===== src/rtl/swarq_pkg.sv =====
// Shared types and constants for the go-back-N sender.
package swarq_pkg;

  localparam int MaxWindow    = 16;
  localparam int QueueDepth   = 64;
  localparam int HoldLimit    = 50;
  localparam int SeqW         = 5;
  localparam int QPtrW        = 6;
  localparam int CntW         = 7;
  localparam int SentW        = 5;

  typedef enum logic [1:0] {
    OP_MSG  = 2'd0,
    OP_ACK  = 2'd1,
    OP_TICK = 2'd2,
    OP_NONE = 2'd3
  } op_e;

  typedef enum logic [1:0] {
    ST_OK       = 2'd0,
    ST_OVERFLOW = 2'd1,
    ST_CORRUPT  = 2'd2,
    ST_OUTSIDE  = 2'd3
  } status_e;

  typedef enum logic [2:0] {
    S_IDLE,
    S_DECIDE,
    S_FILL_RD,
    S_FILL_OUT,
    S_RES_RD,
    S_RES_OUT,
    S_FLAG
  } state_e;

  localparam logic [1:0] RegWindow  = 2'd0;
  localparam logic [1:0] RegTimeout = 2'd1;

  typedef struct packed {
    logic    load;
    logic    do_msg;
    logic    do_ack;
    logic    do_tick;
    logic    fill_rd;
    logic    fill_step;
    logic    res_rd;
    logic    res_step;
    logic    res_done;
    logic    ack_done;
    logic    emit_pkt;
    logic    emit_flag;
    status_e flag_status;
  } cmd_t;

  typedef struct packed {
    op_e  op;
    logic full;
    logic ck_bad;
    logic ack_out;
    logic fill_more;
    logic res_more;
    logic expire;
  } sts_t;

  function automatic logic signed [11:0] byte_sum(input logic [63:0] p);
    logic signed [11:0] s;
    s = '0;
    for (int i = 0; i < 8; i++) begin
      s = s + 12'(signed'(p[8*i +: 8]));
    end
    return s;
  endfunction

endpackage


===== src/rtl/swarq_ctrl.sv =====
// Controller state machine for the go-back-N sender.
module swarq_ctrl import swarq_pkg::*; (
  input  logic   clk_i,
  input  logic   rst_ni,
  input  logic   in_valid_i,
  output logic   in_stall_o,
  input  logic   out_busy_i,
  input  sts_t   sts_i,
  output cmd_t   cmd_o
);

  state_e  state_q, state_d;
  status_e flag_q, flag_d;
  logic    sent_q, sent_d;

  always_ff @(posedge clk_i or negedge rst_ni) begin
    if (!rst_ni) begin
      state_q <= S_IDLE;
      flag_q  <= ST_OK;
      sent_q  <= 1'b0;
    end else begin
      state_q <= state_d;
      flag_q  <= flag_d;
      sent_q  <= sent_d;
    end
  end

  always_comb begin
    state_d  = state_q;
    flag_d   = flag_q;
    sent_d   = sent_q;
    cmd_o    = '0;
    cmd_o.flag_status = flag_q;
    in_stall_o = (state_q != S_IDLE);
    case (state_q)
      S_IDLE: begin
        if (in_valid_i) begin
          cmd_o.load = 1'b1;
          flag_d     = ST_OK;
          sent_d     = 1'b0;
          state_d    = S_DECIDE;
        end
      end
      S_DECIDE: begin
        case (sts_i.op)
          OP_MSG: begin
            if (sts_i.full) begin
              flag_d  = ST_OVERFLOW;
              state_d = S_FLAG;
            end else begin
              cmd_o.do_msg = 1'b1;
              state_d = S_FILL_RD;
            end
          end
          OP_ACK: begin
            if (sts_i.ck_bad) begin
              flag_d  = ST_CORRUPT;
              state_d = S_FLAG;
            end else if (sts_i.ack_out) begin
              flag_d  = ST_OUTSIDE;
              state_d = S_FLAG;
            end else begin
              cmd_o.do_ack = 1'b1;
              state_d = S_FILL_RD;
            end
          end
          OP_TICK: begin
            cmd_o.do_tick = 1'b1;
            state_d = sts_i.expire ? S_RES_RD : S_FLAG;
          end
          default: state_d = S_FLAG;
        endcase
      end
      S_FILL_RD: begin
        if (sts_i.fill_more) begin
          cmd_o.fill_rd = 1'b1;
          state_d = S_FILL_OUT;
        end else begin
          cmd_o.ack_done = 1'b1;
          state_d = sent_q ? S_IDLE : S_FLAG;
        end
      end
      S_FILL_OUT: begin
        if (!out_busy_i) begin
          cmd_o.emit_pkt  = 1'b1;
          cmd_o.fill_step = 1'b1;
          sent_d  = 1'b1;
          state_d = S_FILL_RD;
        end
      end
      S_RES_RD: begin
        if (sts_i.res_more) begin
          cmd_o.res_rd = 1'b1;
          state_d = S_RES_OUT;
        end else begin
          cmd_o.res_done = 1'b1;
          state_d = sent_q ? S_IDLE : S_FLAG;
        end
      end
      S_RES_OUT: begin
        if (!out_busy_i) begin
          cmd_o.emit_pkt = 1'b1;
          cmd_o.res_step = 1'b1;
          sent_d  = 1'b1;
          state_d = S_RES_RD;
        end
      end
      S_FLAG: begin
        if (!out_busy_i) begin
          cmd_o.emit_flag = 1'b1;
          state_d = S_IDLE;
        end
      end
      default: state_d = S_IDLE;
    endcase
  end

endmodule


===== config.mk =====
export PLATFORM = sky130hd
export DESIGN_NAME = swarq_ctrl
export DESIGN_NICKNAME = d
export VERILOG_FILES = /design/src/rtl/swarq_pkg.sv /design/src/rtl/swarq_ctrl.sv
export SDC_FILE = /design/constraint.sdc
export NUM_CORES = 1
export LEC_CHECK = 0
export BUFFER_PORTS_ARGS = -buffer_cell sky130_fd_sc_hd__buf_2
export CAP_MARGIN = 30
export CORE_AREA = 2 2 39 41
export CTS_CLUSTER_SIZE = 25
export DETAILED_ROUTE_END_ITERATION = 10
export DIE_AREA = 0 0 41 43
export GPL_TIMING_DRIVEN = 0
export PLACE_DENSITY = 0.84
export SLEW_MARGIN = 10
export SYNTH_ARGS = -nofsm -noshare
export SYNTH_HDL_FRONTEND = slang
export SYNTH_SLANG_ARGS = --single-unit

===== constraint.sdc =====
create_clock -name clk_i -period 2.8 [get_ports clk_i]
set_clock_uncertainty 0.15 [all_clocks]
set_input_delay 0.56 -clock clk_i [delete_from_list [all_inputs] [get_ports clk_i]]
set_output_delay 0.56 -clock clk_i [all_outputs]
set_load 0.02 [all_outputs]

## Word-level counts from Yosys, hierarchy flattened

Index checks and enable logic that the tools add are counted.

| word-level totals | value |
|---|---|
| register bits after elaboration | 6 |
| word-level logic and storage cells | 72 |
| input port bits | 12 |

| operators by class | value |
|---|---|
| reduce and logical (&&, ||, !) cells | 9 |
| multiplexer cells | 44 |
| eq/ne operators | 16 |

Operators by type and width:

| cell | number |
|---|---|
| $mux 3 | 11 |
| $mux 1 | 23 |
| $pmux 3 s7 | 1 |
| $mux 2 | 5 |
| $ne 2x2->1 const B | 5 |
| $eq 3x3->1 const B | 3 |
| $pmux 3 s3 | 1 |
| $pmux 2 s2 | 2 |
| $eq 3x2->1 const B | 2 |
| $reduce_and 5->1 | 1 |
| $ne 4x4->1 const B | 1 |
| $reduce_and 4->1 | 1 |
| $reduce_bool 2->1 | 2 |
| $eq 3x1->1 const B | 1 |
| $logic_not 3->1 | 1 |
| $ne 3x1->1 const B | 1 |
| $ne 3x3->1 const B | 1 |
| $reduce_and 3->1 | 1 |
| $reduce_bool 3->1 | 1 |
| $eq 2x1->1 const B | 1 |
| $eq 2x2->1 const B | 1 |
| $logic_not 2->1 | 1 |
| $pmux 1 s2 | 1 |
| $reduce_or 2->1 | 1 |

## Longest topological paths before layout

| logic depth | value |
|---|---|
| depth after elaboration | 4 |
| mapped depth | 5 |
| depth with buffers taken out | 4 |

## Worst setup path after synthesis

Ideal clock, no wire load.

| timing path | value |
|---|---|
| kind | input port to output port |
| start | input sts_i[7] (netlist name) |
| end | output cmd_o[11] (netlist name) |
| path buffers | 1 |
| data required time | 2.090 ns |
| path slack | 0.525 ns |
| stages | 3 |
| arrival time | 1.565 ns |
| cells stage by stage | clkbuf_2 or2b_1 nor4_1 |

RTL lines:

| element | line | RTL |
|---|---|---|
| from (decl) | swarq_ctrl.sv:8 | `input sts_t sts_i,` |
| to (decl) | swarq_ctrl.sv:9 | `output cmd_t cmd_o` |

==> impl_metrics.tcl <==
set metrics [dict create \
    status "completed" \
    crit_family "buffers and inverters" \
    grt_max_degree 11 \
    cp-start-kind "flop" \
    drt_iter0_drc 16 \
    min_path_type "reg -> reg" \
    die_area_um2 1763 \
    peakVddDrop_mv 0.4916 \
    insertion_delay_ns 0.24 \
    setup_violations 0 \
    drv_slew 0 \
    period_needed_ns 2.389 \
    postCtsSetupBuffers 0 \
    n_antenna_cell 0 \
    initial_utilization_pct 39.78 \
    root_buffer "clkbuf_4" \
    grt_use_total_pct 17.85 \
    routedWlPerCell_um 12.06 \
    reg2reg_from "state_q[1]" \
    most-common-layout-cells "25 x buf_2, 7 x nor3_1, 7 x nor2_1" \
    first_global_vias 540 \
    drtPass1Iterations 4 \
    cts_buffer_depth 2 \
    relSlewSlack_pct 73.94 \
    num_rows 14 \
    multi_input_area_um2 357.8 \
    cts_tree "built" \
    power.total_uw 747.0 \
    final_nets 116 \
    powerDensity_nw_per_um2 1026 \
    syn-num-nets 85 \
    pre_cts_ws_ns 0.6845 \
    syn_inst 73 \
    gp_congestion 0.8475 \
    drc 0 \
    seq_area_um2 150.1 \
    synth_area_um2 550.5 \
    cts_buffers 3 \
    fill_cells 126 \
    final_hold_viol_count 0 \
    crit_slowest_cell "dfrtp_1" \
    leakage_uw 0.0003744 \
    cts.sinks 6 \
    min_from "flag_q[0]" \
    r2r_slack_ns 1.14 \
    tns_ns 0 \
    rsz0062_at_grt "false" \
    dpl_cell_area_um2 695.7 \
    port_buffers 25 \
    cp.required_ns 2.09 \
    critPathKind "reg -> out" \
    slowest_delay_ns 0.43 \
    antenna_found_initial 0 \
    syn_area_per_cell_um2 7.541 \
    grt_pass1_wl_mm 2.228 \
    place_inst 114 \
    dieWidth_um 41 \
    crit_chain "buf_4 -> inv_1 -> nand2b_1 -> nor4_1 -> buf_2" \
    hpwl_mm 1.098 \
    avgViaCountPerCell 5.712 \
    fmax_mhz 418.6 \
    path_buf_inv 3 \
    max_cap_viol_count 0 \
    ys_types 29 \
    die_y_um 43 \
    clkTransAtPathRegs_ns 0.04 \
    final_cells 118 \
    final_common_cell "buf_2" \
    drive_gt1_share_pct 33.33 \
    via_count 674 \
    design_area_um2 728.2 \
    ctsResizeCount 0 \
    fin_ws_ns 0.4110 \
    io_pins 27 \
    cp-end-kind "primary output" \
    grt_overflow_total 0 \
    tightest_slew_ns 0.3910 \
    yosys_warnings 0 \
    ys_ff_latch 6 \
    areaGrowthSynthToFinish_pct 32.27 \
    wirelength_mm 1.423 \
    synth-seq-area-share_pct 27.27 \
    fin_crit_sh_pct 85.32 \
    cts.htree.levels 1 \
    crit_path_start "state_q[1]" \
    core_area_um2 1384 \
    postRouteAntennaNets 0 \
    critical_path_arrival_ns 1.68 \
    worstPathMaxFanout 10 \
]
-- synth_stat cells --
cell type / number / share of area, %
nor4b_1: 1 / 1.6
clkbuf_2: 1 / 0.91
a211oi_1: 3 / 4.1
o31ai_1: 2 / 2.7
dfrtp_1: 6 / 27
a21o_1: 2 / 2.7
or3_1: 1 / 1.1
a41oi_1: 1 / 1.6
a311oi_1: 1 / 1.6
nor4_1: 5 / 5.7
nor2_2: 1 / 1.1
o21ai_0: 3 / 2.7
a2111oi_2: 1 / 2.7
nor2_1: 7 / 4.8
xor2_1: 1 / 1.6
clkbuf_1: 1 / 0.68
o22ai_2: 1 / 2.3
or2b_1: 1 / 1.4
and3_1: 3 / 3.4
a21oi_1: 4 / 3.6
nand2_1: 3 / 2.0
inv_1: 5 / 3.4
o32ai_1: 1 / 1.6
o21ai_1: 1 / 0.91
nor3_1: 7 / 6.4
nor3b_1: 1 / 1.4
a31oi_1: 1 / 1.1
buf_4: 2 / 2.7
nand2b_1: 6 / 6.8
-- metal layers --
layer	GRT usage [%]	vias up	part of all wire, %	routed length, um
met5	0	-	0	0
met4	8.667	0	2.0	29
met3	3.141	4	7.7	110
met2	25.62	35	48	689
met1	24.92	306	42	593
li1	-	329	-	-
-- state kept, by name, indices dropped and copies added, names as in the netlist --
name and cells:
state_q 3, flag_q 2, sent_q 1
-- final timing paths --
path                                   to  cells past startpoint
worst max-delay path            cmd_o[11]                      5
worst min-delay path            flag_q[0]                      1
worst max register to register  flag_q[0]                      5
worst min register to register  flag_q[0]                      1
max in group asynchronous       flag_q[0]                      2
min in group asynchronous          sent_q                      2
-- power by group --
group,internal [uW],total [uW],switching [uW]
Clock,48.2,75.9,27.7
Combinational,188,491,303
Sequential,131,180,49.8
-- repair_timing --
item	in CTS	in global routing
endpoints found under the hold margin	6	0
hold buffers	1	0
endpoints found under the setup margin	0	0
-- logic make-up (layout without fill, tap and decap cells) --
| group | after synthesis | in the layout | share of synthesized area (%) |
|---|---|---|---|
| flops | 6 | 6 | 27.27 |
| xor+xnor | 1 | 1 | 1.591 |
| buf+inv | 9 | 38 | 7.725 |
| simple gates | 36 | 36 | 35.69 |
| compound gates | 21 | 21 | 27.72 |
-- worst reg2reg max path, stage by stage, from the launching register on --
cell and delay, ns:
dfrtp_1 0.43, buf_4 0.20, inv_1 0.17, nand2b_1 0.19, nor4_1 0.35, a21o_1 0.12
-- per-stage QoR --
stage | util, % | hold slack (ns)
floorplan | - | 0.1144
detailed placement | 50.27 | 0.2325
global route | 52.62 | 0.3508
CTS | 52.62 | 0.3401
finish | 52.62 | 0.3363
global placement | 50.27 | 0.2332
-- area by class of cell --
| type | count | share of cell area (%) |
|---|---|---|
| Multi-Input combinational cell | 58 | 49.14 |
| Sequential cell | 6 | 20.62 |
| Tap cell | 16 | 2.749 |
| Buffer | 4 | 3.265 |
| Inverter | 5 | 2.577 |
| Timing Repair Buffer | 26 | 18.56 |
| Clock buffer | 3 | 3.093 |
(Power assumes the default switching activity.)
